===== config.mk =====
export PLATFORM = sky130hd
export DESIGN_NAME = gap_buffer_line_editor_flat
export DESIGN_NICKNAME = d
export VERILOG_FILES = /design/src/hdl/gbl_pkg.sv /design/src/hdl/gbl_req_if.sv /design/src/hdl/gbl_rsp_if.sv /design/src/hdl/gbl_front.sv /design/src/hdl/gbl_back.sv /design/src/hdl/gap_buffer_line_editor.sv /design/src/flat_wrapper.sv
export SDC_FILE = /design/constraint.sdc
export NUM_CORES = 2
export LEC_CHECK = 0
export BUFFER_PORTS_ARGS = -buffer_cell sky130_fd_sc_hd__buf_2
export CORE_MARGIN = 2
export CORE_UTILIZATION = 50
export CTS_CLUSTER_SIZE = 14
export DETAILED_ROUTE_END_ITERATION = 6
export PLACE_DENSITY = 0.65
export SYNTH_ARGS = -nofsm -noshare
export SYNTH_HDL_FRONTEND = slang
export SYNTH_SLANG_ARGS = --single-unit

===== constraint.sdc =====
create_clock -name clk -period 17.4 [get_ports clk]
set_input_delay 1.74 -clock clk [delete_from_list [all_inputs] [get_ports clk]]
set_output_delay 1.74 -clock clk [all_outputs]
set_load 0.05 [all_outputs]

===== src/hdl/gbl_pkg.sv =====
`default_nettype none

package gbl_pkg;

    localparam int CAPACITY = 256;
    localparam int ADDR_W   = $clog2(CAPACITY);
    localparam int POS_W    = ADDR_W + 1;

    typedef enum logic [1:0] {
        OP_INSERT    = 2'd0,
        OP_BACKSPACE = 2'd1,
        OP_READ      = 2'd2,
        OP_NOP       = 2'd3
    } op_kind_t;

    typedef enum logic [1:0] {
        ST_OK    = 2'd0,
        ST_FULL  = 2'd1,
        ST_RANGE = 2'd2,
        ST_EMPTY = 2'd3
    } status_t;

    typedef struct packed {
        op_kind_t            kind;
        logic [POS_W-1:0]    cursor;
        logic [7:0]          ch;
        logic [ADDR_W-1:0]   ridx;
    } cmd_t;

    typedef struct packed {
        logic valid;
        cmd_t cmd;
    } q_head_t;

endpackage

`default_nettype wire


===== src/hdl/gbl_req_if.sv =====
`default_nettype none

interface gbl_req_if;
    logic       valid;
    logic       ready;
    logic [1:0] operation;
    logic [8:0] cursor_column;
    logic [7:0] character;
    logic [7:0] read_index;

    modport source (output valid, output operation, output cursor_column,
                    output character, output read_index, input ready);
    modport sink   (input valid, input operation, input cursor_column,
                    input character, input read_index, output ready);
endinterface

`default_nettype wire


===== src/hdl/gbl_rsp_if.sv =====
`default_nettype none

interface gbl_rsp_if;
    logic       valid;
    logic       ready;
    logic [7:0] read_byte;
    logic       index_in_gap;
    logic [8:0] gap_position;
    logic [8:0] free_space;
    logic [1:0] status;

    modport source (output valid, output read_byte, output index_in_gap,
                    output gap_position, output free_space, output status,
                    input ready);
    modport sink   (input valid, input read_byte, input index_in_gap,
                    input gap_position, input free_space, input status,
                    output ready);
endinterface

`default_nettype wire


===== src/hdl/gbl_front.sv =====
`default_nettype none

module gbl_front (
    input  wire logic             clk,
    input  wire logic             rst_n,
    gbl_req_if.sink               req,
    output gbl_pkg::q_head_t      head,
    input  wire logic             pop
);

    gbl_pkg::cmd_t q_reg [2];
    logic          wr_ptr_reg, wr_ptr_next;
    logic          rd_ptr_reg, rd_ptr_next;
    logic [1:0]    count_reg, count_next;
    gbl_pkg::cmd_t cmd_in;
    logic          push;
    logic          take;

    always_comb
    begin
        cmd_in.cursor = req.cursor_column;
        cmd_in.ch     = req.character;
        cmd_in.ridx   = req.read_index;
        case (req.operation)
            gbl_pkg::OP_INSERT:    cmd_in.kind = gbl_pkg::OP_INSERT;
            gbl_pkg::OP_BACKSPACE: cmd_in.kind = gbl_pkg::OP_BACKSPACE;
            gbl_pkg::OP_READ:      cmd_in.kind = gbl_pkg::OP_READ;
            default:               cmd_in.kind = gbl_pkg::OP_NOP;
        endcase
    end

    assign req.ready = (count_reg != 2'd2);
    assign push      = req.valid && req.ready;
    assign take      = pop && (count_reg != 2'd0);

    assign head.valid = (count_reg != 2'd0);
    assign head.cmd   = q_reg[rd_ptr_reg];

    always_comb
    begin
        wr_ptr_next = push ? ~wr_ptr_reg : wr_ptr_reg;
        rd_ptr_next = take ? ~rd_ptr_reg : rd_ptr_reg;
        count_next  = count_reg;
        if (push && !take)
        begin
            count_next = count_reg + 2'd1;
        end
        else if (take && !push)
        begin
            count_next = count_reg - 2'd1;
        end
    end

    always_ff @(posedge clk or negedge rst_n)
    begin
        if (!rst_n)
        begin
            wr_ptr_reg <= 1'b0;
            rd_ptr_reg <= 1'b0;
            count_reg  <= 2'd0;
        end
        else
        begin
            wr_ptr_reg <= wr_ptr_next;
            rd_ptr_reg <= rd_ptr_next;
            count_reg  <= count_next;
        end
    end

    always_ff @(posedge clk)
    begin
        if (push)
        begin
            q_reg[wr_ptr_reg] <= cmd_in;
        end
    end

endmodule

`default_nettype wire


===== src/hdl/gbl_back.sv =====
`default_nettype none

module gbl_back (
    input  wire logic             clk,
    input  wire logic             rst_n,
    input  wire gbl_pkg::q_head_t head,
    output logic                  pop,
    gbl_rsp_if.source             rsp
);

    localparam int AW = gbl_pkg::ADDR_W;
    localparam int PW = gbl_pkg::POS_W;

    typedef enum logic [2:0] {
        S_IDLE,
        S_WALK,
        S_APPLY,
        S_RDWAIT,
        S_FINISH
    } state_t;

    logic [7:0] mem [gbl_pkg::CAPACITY];

    state_t            state_reg, state_next;
    gbl_pkg::cmd_t     cmd_reg, cmd_next;
    logic [PW-1:0]     gs_reg, gs_next;
    logic [PW-1:0]     gl_reg, gl_next;
    logic              pend_reg, pend_next;
    logic [AW-1:0]     pend_addr_reg, pend_addr_next;
    logic [7:0]        res_byte_reg, res_byte_next;
    logic              res_gap_reg, res_gap_next;
    gbl_pkg::status_t  res_st_reg, res_st_next;
    logic              out_valid_reg, out_valid_next;
    logic [7:0]        out_byte_reg, out_byte_next;
    logic              out_gap_reg, out_gap_next;
    logic [PW-1:0]     out_pos_reg, out_pos_next;
    logic [PW-1:0]     out_free_reg, out_free_next;
    gbl_pkg::status_t  out_st_reg, out_st_next;

    logic              rd_en;
    logic [AW-1:0]     rd_addr;
    logic [7:0]        rd_data_reg;
    logic              wr_en;
    logic [AW-1:0]     wr_addr;
    logic [7:0]        wr_data;

    logic [PW-1:0]     text_len;
    logic [PW-1:0]     gap_end;
    logic [PW-1:0]     ridx_ext;

    assign text_len = PW'(gbl_pkg::CAPACITY) - gl_reg;
    assign gap_end  = gs_reg + gl_reg;
    assign ridx_ext = {1'b0, head.cmd.ridx};

    always_comb
    begin
        state_next     = state_reg;
        cmd_next       = cmd_reg;
        gs_next        = gs_reg;
        gl_next        = gl_reg;
        pend_next      = pend_reg;
        pend_addr_next = pend_addr_reg;
        res_byte_next  = res_byte_reg;
        res_gap_next   = res_gap_reg;
        res_st_next    = res_st_reg;
        out_valid_next = out_valid_reg && !rsp.ready;
        out_byte_next  = out_byte_reg;
        out_gap_next   = out_gap_reg;
        out_pos_next   = out_pos_reg;
        out_free_next  = out_free_reg;
        out_st_next    = out_st_reg;
        pop            = 1'b0;
        rd_en          = 1'b0;
        rd_addr        = head.cmd.ridx;
        wr_en          = 1'b0;
        wr_addr        = pend_addr_reg;
        wr_data        = rd_data_reg;

        case (state_reg)
            S_IDLE:
            begin
                if (head.valid)
                begin
                    pop           = 1'b1;
                    cmd_next      = head.cmd;
                    res_byte_next = 8'd0;
                    res_gap_next  = 1'b0;
                    res_st_next   = gbl_pkg::ST_OK;
                    pend_next     = 1'b0;
                    case (head.cmd.kind)
                        gbl_pkg::OP_INSERT:
                        begin
                            if (head.cmd.cursor > text_len)
                            begin
                                res_st_next = gbl_pkg::ST_RANGE;
                                state_next  = S_FINISH;
                            end
                            else if (gl_reg == '0)
                            begin
                                res_st_next = gbl_pkg::ST_FULL;
                                state_next  = S_FINISH;
                            end
                            else
                            begin
                                state_next = S_WALK;
                            end
                        end
                        gbl_pkg::OP_BACKSPACE:
                        begin
                            if (head.cmd.cursor > text_len)
                            begin
                                res_st_next = gbl_pkg::ST_RANGE;
                                state_next  = S_FINISH;
                            end
                            else if (head.cmd.cursor == '0)
                            begin
                                res_st_next = gbl_pkg::ST_EMPTY;
                                state_next  = S_FINISH;
                            end
                            else
                            begin
                                state_next = S_WALK;
                            end
                        end
                        gbl_pkg::OP_READ:
                        begin
                            rd_en        = 1'b1;
                            rd_addr      = head.cmd.ridx;
                            res_gap_next = (ridx_ext >= gs_reg) && (ridx_ext < gap_end);
                            state_next   = S_RDWAIT;
                        end
                        default:
                        begin
                            state_next = S_FINISH;
                        end
                    endcase
                end
            end

            S_WALK:
            begin
                // write back the byte read on the previous cycle
                if (pend_reg)
                begin
                    wr_en   = 1'b1;
                    wr_addr = pend_addr_reg;
                    wr_data = rd_data_reg;
                end
                if (gs_reg < cmd_reg.cursor)
                begin
                    rd_en          = 1'b1;
                    rd_addr        = gap_end[AW-1:0];
                    pend_addr_next = gs_reg[AW-1:0];
                    gs_next        = gs_reg + PW'(1);
                    pend_next      = 1'b1;
                end
                else if (gs_reg > cmd_reg.cursor)
                begin
                    rd_en          = 1'b1;
                    rd_addr        = AW'(gs_reg - PW'(1));
                    pend_addr_next = AW'(gap_end - PW'(1));
                    gs_next        = gs_reg - PW'(1);
                    pend_next      = 1'b1;
                end
                else
                begin
                    pend_next = 1'b0;
                    if (!pend_reg)
                    begin
                        state_next = S_APPLY;
                    end
                end
            end

            S_APPLY:
            begin
                if (cmd_reg.kind == gbl_pkg::OP_INSERT)
                begin
                    wr_en   = 1'b1;
                    wr_addr = gs_reg[AW-1:0];
                    wr_data = cmd_reg.ch;
                    gs_next = gs_reg + PW'(1);
                    gl_next = gl_reg - PW'(1);
                end
                else
                begin
                    gs_next = gs_reg - PW'(1);
                    gl_next = gl_reg + PW'(1);
                end
                state_next = S_FINISH;
            end

            S_RDWAIT:
            begin
                res_byte_next = rd_data_reg;
                state_next    = S_FINISH;
            end

            S_FINISH:
            begin
                if (!out_valid_reg || rsp.ready)
                begin
                    out_valid_next = 1'b1;
                    out_byte_next  = res_byte_reg;
                    out_gap_next   = res_gap_reg;
                    out_pos_next   = gs_reg;
                    out_free_next  = gl_reg;
                    out_st_next    = res_st_reg;
                    state_next     = S_IDLE;
                end
            end

            default:
            begin
                state_next = S_IDLE;
            end
        endcase
    end

    always_ff @(posedge clk or negedge rst_n)
    begin
        if (!rst_n)
        begin
            state_reg     <= S_IDLE;
            cmd_reg       <= '0;
            gs_reg        <= '0;
            gl_reg        <= PW'(gbl_pkg::CAPACITY);
            pend_reg      <= 1'b0;
            pend_addr_reg <= '0;
            res_byte_reg  <= '0;
            res_gap_reg   <= 1'b0;
            res_st_reg    <= gbl_pkg::ST_OK;
            out_valid_reg <= 1'b0;
            out_byte_reg  <= '0;
            out_gap_reg   <= 1'b0;
            out_pos_reg   <= '0;
            out_free_reg  <= '0;
            out_st_reg    <= gbl_pkg::ST_OK;
        end
        else
        begin
            state_reg     <= state_next;
            cmd_reg       <= cmd_next;
            gs_reg        <= gs_next;
            gl_reg        <= gl_next;
            pend_reg      <= pend_next;
            pend_addr_reg <= pend_addr_next;
            res_byte_reg  <= res_byte_next;
            res_gap_reg   <= res_gap_next;
            res_st_reg    <= res_st_next;
            out_valid_reg <= out_valid_next;
            out_byte_reg  <= out_byte_next;
            out_gap_reg   <= out_gap_next;
            out_pos_reg   <= out_pos_next;
            out_free_reg  <= out_free_next;
            out_st_reg    <= out_st_next;
        end
    end

    always_ff @(posedge clk)
    begin
        if (wr_en)
        begin
            mem[wr_addr] <= wr_data;
        end
        if (rd_en)
        begin
            rd_data_reg <= mem[rd_addr];
        end
    end

    assign rsp.valid        = out_valid_reg;
    assign rsp.read_byte    = out_byte_reg;
    assign rsp.index_in_gap = out_gap_reg;
    assign rsp.gap_position = out_pos_reg;
    assign rsp.free_space   = out_free_reg;
    assign rsp.status       = out_st_reg;

endmodule

`default_nettype wire


===== src/hdl/gap_buffer_line_editor.sv =====
// Gap buffer holding one line of text in a 256-byte store.
// req channel: operation (insert, backspace, read raw entry), cursor column,
// character and read index. rsp channel: one result per request with the
// read byte, gap flag, gap start, gap length and status.
// A two-entry command queue sits between the request side and the executor,
// so requests are taken while an earlier one is still being carried out.
// Out-of-range, full, delete-at-column-0 and no-op cases go straight to
// the result; a read waits for the store's registered read data; an insert
// or backspace with the gap away from the cursor first walks the gap to
// the cursor, one byte per cycle through a store with one read and one
// write port (read one byte, write it back on the next cycle, overlapped).
// The executor handles one item at a time and takes the next command only
// after the current result has been handed to the output register.
// Reset empties the queue and sets the gap to cover the whole store; store
// contents stay undefined until written. No clearing pass is needed.
// A stalled rsp holds its result in the output register; the executor waits
// with the next result and the queue fills, then req.ready drops.

`default_nettype none

module gap_buffer_line_editor (
    input  wire logic clk,
    input  wire logic rst_n,
    gbl_req_if.sink   req,
    gbl_rsp_if.source rsp
);

    gbl_pkg::q_head_t head;
    logic             pop;

    gbl_front u_front (
        .clk   (clk),
        .rst_n (rst_n),
        .req   (req),
        .head  (head),
        .pop   (pop)
    );

    gbl_back u_back (
        .clk   (clk),
        .rst_n (rst_n),
        .head  (head),
        .pop   (pop),
        .rsp   (rsp)
    );

endmodule

`default_nettype wire

===== src/flat_wrapper.sv =====
// flat-port wrapper written by rule: the top's interface ports become plain ports
module gap_buffer_line_editor_flat 
  (clk, rst_n, req_valid, req_operation, req_cursor_column, req_character, req_read_index, req_ready, rsp_valid, rsp_read_byte, rsp_index_in_gap, rsp_gap_position, rsp_free_space, rsp_status, rsp_ready);
  gbl_req_if req_i ();
  gbl_rsp_if rsp_i ();
  input  wire logic clk;
  input  wire logic rst_n;
  input wire logic [$bits(req_i.valid)-1:0] req_valid;
  input wire logic [$bits(req_i.operation)-1:0] req_operation;
  input wire logic [$bits(req_i.cursor_column)-1:0] req_cursor_column;
  input wire logic [$bits(req_i.character)-1:0] req_character;
  input wire logic [$bits(req_i.read_index)-1:0] req_read_index;
  output wire logic [$bits(req_i.ready)-1:0] req_ready;
  output wire logic [$bits(rsp_i.valid)-1:0] rsp_valid;
  output wire logic [$bits(rsp_i.read_byte)-1:0] rsp_read_byte;
  output wire logic [$bits(rsp_i.index_in_gap)-1:0] rsp_index_in_gap;
  output wire logic [$bits(rsp_i.gap_position)-1:0] rsp_gap_position;
  output wire logic [$bits(rsp_i.free_space)-1:0] rsp_free_space;
  output wire logic [$bits(rsp_i.status)-1:0] rsp_status;
  input wire logic [$bits(rsp_i.ready)-1:0] rsp_ready;
  assign req_i.valid = req_valid;
  assign req_i.operation = req_operation;
  assign req_i.cursor_column = req_cursor_column;
  assign req_i.character = req_character;
  assign req_i.read_index = req_read_index;
  assign req_ready = req_i.ready;
  assign rsp_valid = rsp_i.valid;
  assign rsp_read_byte = rsp_i.read_byte;
  assign rsp_index_in_gap = rsp_i.index_in_gap;
  assign rsp_gap_position = rsp_i.gap_position;
  assign rsp_free_space = rsp_i.free_space;
  assign rsp_status = rsp_i.status;
  assign rsp_i.ready = rsp_ready;
  gap_buffer_line_editor u_core (.clk(clk), .rst_n(rst_n), .req(req_i), .rsp(rsp_i));
endmodule

# Word level (Yosys, flattened, before mapping)
# Memory sizes are Yosys's and may differ from the RTL's. A register that Yosys moved wholly into a read port is not among the register bits.
# Cells that the tools add are included.
# word_totals
register_bits	94
latchBits	0
ram_bits	2102
rom_bits	0
output_inout_bits	31
wordCells	138
memories	2
# mem_list
name	words	width	read_ports	rd_clocked_by_memory_dff	wr	line	rtl
u_core.u_back.mem	256	8	1	1	1	gbl_back.sv:22	logic [7:0] mem [gbl_pkg::CAPACITY];
u_core.u_front.q_reg	2	27	1	0	1	gbl_front.sv:11	gbl_pkg::cmd_t q_reg [2];
# classes
n_addsub	9
mul	0
div_mod_pow	0
order_cmp	5
eq_ne	15
shift	0
n_mux	54
bitwise_logic	2
n_reduce_logical	31
# op_table
op	n
8-bit two-way mux	10
9-bit two-way mux	4
3-bit two-way mux	9
9-bit by 1-bit adder with 9-bit output, second input constant	2
9-bit greater-than comparator	2
9-bit logical NOT	2
9-bit one-hot mux with 2 select lines	1
9-bit by 1-bit subtractor with 9-bit output, second input constant	2
1-bit two-way mux	17
8-bit one-hot mux with 2 select lines	1
3-bit one-hot mux with 4 select lines	1
2-bit AND reduction	6
2-bit nonzero test	6
2-bit two-way mux	5
2-bit != test, second input constant	5
9-bit adder	1
8-bit by 9-bit >= comparator with 1-bit output	1
8-bit by 9-bit less-than comparator with 1-bit output	1
9-bit less-than comparator	1
3-bit one-hot mux with 3 select lines	1
9-bit subtractor, first input constant	1
8-bit by 1-bit subtractor with 8-bit output, second input constant	1
3-bit by 2-bit equality test with 1-bit output, second input constant	2
1-bit logical AND	6
other kinds (18)	28

# Longest topological paths before layout
# logic_depth
ltp_word	7
mapped_depth	18
ltp_nobuf	14

# Cells and area by module
# From an unflattened synthesis, not the netlist that was laid out.
# hier_totals
cells_unflattened	6718
area_unflattened_um2	89417.0
# modules_own_cells
mod	n_inst	cells_per_inst	area_per_inst_um2	seq_area_each_um2
gbl_back	1	6614	87167.4	63992.6
gbl_front	1	104	2249.7	1721.7

# Least setup slack after synthesis
# No wires, ideal clock.
# synth_timing
kind	reg2reg
from	register u_core.u_back.cmd_reg[26] in the netlist's numbering
to	memory u_core.u_back.mem[0][0], data pin
setup_time_ns	0.823
arrival_ns	4.780
required_ns	16.577
slack_ns	11.798
path_stages_with_launch	8
period_less_slack_ns	5.602
cell_sequence	dfrtp_1 nor2_1 inv_1 nor2_1 clkbuf_1 buf_1 nand2_1 nand2_1
# synth_between
elab_chain_cells	3
# synth_rtl
element	line	rtl
from (decl)	gbl_back.sv:25	gbl_pkg::cmd_t cmd_reg, cmd_next;
from (signal assigned)	gbl_back.sv:243	cmd_reg <= cmd_next;
2-bit logical NOT	gbl_back.sv:177	if (cmd_reg.kind == gbl_pkg::OP_INSERT)
8-bit two-way mux	gbl_back.sv:177	
8-bit two-way mux	--	
named net u_core.u_back.wr_data[0]	gbl_back.sv:45	logic [7:0] wr_data;
to (decl)	gbl_back.sv:22	
# The timed path passes the listed nets, and every way through them passes these cells.

# Final worst setup path
# layout_timing
from	register u_core.u_back.gs_reg[6]
to	register u_core.u_back.rd_data_reg[0] (read register of u_core.u_back.mem), data pin
# layout_between
elab_chain_cells	4
elab_cells_between_ends	10
# layout_rtl
element	line	rtl
from (decl)	gbl_back.sv:26	logic [PW-1:0] gs_reg, gs_next;
from (signal assigned)	gbl_back.sv:244	gs_reg <= gs_next;
9-bit greater-than comparator / 9-bit by 1-bit subtractor with 9-bit output (equally long branches)	--	
1-bit two-way mux / 8-bit two-way mux (equally long branches)	gbl_back.sv:157	else if (gs_reg > cmd_reg.cursor)
1-bit two-way mux / 8-bit two-way mux (equally long branches)	gbl_back.sv:149	if (gs_reg < cmd_reg.cursor)
1-bit one-hot mux with 2 select lines / 8-bit two-way mux (equally long branches)	--	
to (decl)	gbl_back.sv:42	logic [7:0] rd_data_reg;
# Several ways; a longest one is shown, not always the timed one.
# A chain may end at the register's enable or synchronous reset.

==> out/results.ini <==
[clock_network]
cts_sinks = 2204
h-tree-depth = 4
post_cts_resized = 0
cts_tree = yes
post-cts-setup-buffer-count = 0
clk_pin_slew_ns = 0.06
ctsRootBufferMaster = clkbuf_16
clk_latency_ns = 0.86
max-clock-path-buffers = 3
postCtsHoldBufs = 0
cts_buffers = 217

[setup_path]
path_cells = ha_1, and4_1, and3_1, a211oi_1, buf_4, o211a_4, buf_12, buf_12, buf_4, mux4_2, a22oi_1, o211ai_1, nor4_1, nor4_1
critPathLaunch = u_core.u_back.gs_reg[6]$_DFFE_PN0P_
max_stage_delay_ns = 0.98
critical_path.endpoint_type = flip-flop
worstPathArrival_ns = 7.85
worst_path_max_delay_cell = nor4_1
r2r_cells = 14
path_max_fanout = 136
cp_num_buf_inv = 4
crit_family = buffers and inverters
rr_endpoint = u_core.u_back.rd_data_reg[0]$_DFFE_PP_
cp.depth = 14
critPathLaunchType = flip-flop
timing.rr.start = u_core.u_back.gs_reg[6]$_DFFE_PN0P_
worstPathRequired_ns = 17.94
crit_type = reg -> reg
r2r_slack_ns = 10.09

[yosys]
async_reset_ff_share_pct = 4.265
syn_area_per_cell_um2 = 18.35
synth-main-ff-cell = edfxtp_1
synth.area.top_cells = edfxtp_1 (72%), mux4_2 (9.5%), dfrtp_1 (2.7%)
synth_top_area_share_pct = 72.20
yosysSeqAreaShare_pct = 74.89
synth_edf_count = 2110
yosysWarnings = 0
syn_area_mm2 = 0.08775
synthTopCellsByCount = edfxtp_1 (2,110), mux4_2 (369), nor2_1 (310)
syn_nets = 4869
ys_ff_latch = 2204
synth_top_area_cell = edfxtp_1
ys_types = 69
synth.most_common_cell = edfxtp_1
syn_inst = 4782

[placement]
portBuffers = 61
routabilityCongestion = 0.8833
hpwl_um = 134500

[detailed_routing]
drt-total-wl_um = 228800
drt-pass1-iter-count = 6
viasPerCell = 6.366
drc = 0
wire_per_inst_um = 31.04
drtIter0Drc = 6546
ant_nets = 0
routed-via-count = 46940

[power_and_ir_drop]
power_mw = 20.65
leakage_nw = 31.42
vdd_drop_max_v = 0.0002999
pwr_density_cell_mw_per_mm2 = 210.6

[cells_and_area]
fillCellCount = 13190
final_util_pct = 56.28
largest_reg_flops = 2048
multi_input_area_mm2 = 0.02074
drive_gt1_share_pct = 19.82
syn_to_final_growth_pct = 11.72
nets = 4954
regArea_mm2 = 0.06571

[timing]
maxSlewHeadroom_pct = 7.996
setup-tns-final_ns = 0
skew_ns = 0.03429
min_period_over_period_pct = 42.02
setup_viol = 0
hold_viol = 0
tightest_slew_ns = 1.367
fmax_mhz = 136.8
period_minus_slack_ns = 7.312
holdWs_ns = 0.4807
slew_viol_final = 0
rsz0062_at_grt = no

[worst_hold_path]
hold_start = u_core.u_back.cmd_reg[25]$_DFFE_PN0P_
min_path_type = reg -> reg
hold_end = u_core.u_back.cmd_reg[25]$_DFFE_PN0P_
whs_path_depth = 2

[floorplanning]
fp-row-count = 153
initial_utilization_pct = 50.37
die-height_um = 422.9
core_mm2 = 0.1742
die_w_um = 422.9
die-area_mm2 = 0.1789
io_pins = 62

[grt]
grt_pass1_wl_um = 330700
grt_pass1_vias = 45940
track_usage_pct = 25.50
overflow = 0
antenna_found_initial = 5
grt_max_degree = 218

[outcome]
status = complete, no violations

[run]
drv_cap = 0

==> worst max-delay path by stage <==
| stage | end |
|---|---|
| final | u_core.u_back.rd_data_reg[0]$_DFFE_PP_ |
| after detailed placement | u_core.u_back.rd_data_reg[0]$_DFFE_PP_ |
| after global routing | u_core.u_back.rd_data_reg[0]$_DFFE_PP_ |
| after CTS | u_core.u_back.rd_data_reg[5]$_DFFE_PP_ |
| after global placement | u_core.u_back.rd_data_reg[5]$_DFFE_PP_ |
| after floorplan | u_core.u_back.mem[0][0]$_DFFE_PP_ |
==> layout by cell type (no fill, tap or decap), types with 72 or more instances in the layout <==
master | synthesis | routed
a31oi_1 | 107 | 107
buf_4 | 15 | 77
inv_1 | 110 | 110
clkbuf_16 | 0 | 223
edfxtp_1 | 2110 | 2110
a22oi_1 | 129 | 128
dfrtp_1 | 93 | 93
o211ai_1 | 175 | 175
mux2i_1 | 180 | 180
mux2_2 | 72 | 72
nor2_1 | 310 | 306
o22a_1 | 79 | 79
nand2_1 | 264 | 256
mux4_2 | 369 | 369
==> worst reg2reg max path, stage by stage, from the launching register on <==
cell      delay (ns)
dfrtp_1         0.55
ha_1            0.31
and4_1          0.29
and3_1          0.26
a211oi_1        0.25
buf_4           0.24
o211a_4         0.50
buf_12          0.58
buf_12          0.90
buf_4           0.81
mux4_2          0.47
a22oi_1         0.53
o211ai_1        0.17
nor4_1          0.98
nor4_1          0.18
==> logic make-up (layout without fill, tap and decap cells) <==
group / after synthesis / in the layout / synth area share, %
compound gates: 704 / 704 / 5.845
buf+inv: 397 / 660 / 1.845
simple gates: 755 / 755 / 3.711
xor+xnor: 45 / 45 / 0.4491
flops: 2204 / 2204 / 74.89
mux: 621 / 621 / 12.45
fa+ha+maj: 56 / 56 / 0.8156
other cells: 0 / 3 / 0
==> final cells by class <==
cell class / count / area share [%]
Inverter: 115 / 0.4403
Multi-Input combinational cell: 2181 / 21.16
Antenna cell: 3 / 0.007657
Tap cell: 2325 / 2.967
Sequential cell: 2204 / 67.03
Clock inverter: 140 / 1.437
Timing Repair Buffer: 148 / 1.121
Clock buffer: 257 / 5.843
==> through the flow <==
| stage | instance area [um^2] | worst slack (ns) | std cells |
|---|---|---|---|
| 4_1_cts | 98020 | 10.22 | 7370 |
| 2_1_floorplan | 87750 | 11.80 | 4782 |
| 5_1_grt | 98030 | 9.895 | 7370 |
| 3_3_place_gp | 90810 | 9.895 | 6969 |
| 3_5_place_dp | 90890 | 10.26 | 6973 |
| 6_report | 98040 | 10.09 | 7373 |
==> layer usage <==
metal | global-route usage, % | up-vias | wire length (um)
met5 | 0 | - | 60
met4 | 7.550 | 8 | 6816
met3 | 5.934 | 387 | 23120
met2 | 38.04 | 2435 | 104200
met1 | 37.73 | 24590 | 94660
li1 | - | 19510 | -
==> power by group <==
| group | internal (mW) | total (mW) | switching, mW | leakage [nW] |
|---|---|---|---|---|
| logic | 3.05 | 8.90 | 5.84 | 7.75 |
| clock network | 2.70 | 4.70 | 2.01 | 3.49 |
| registers | 6.91 | 7.04 | 0.132 | 20.2 |
No activity file was read; power rests on OpenSTA's default activity.
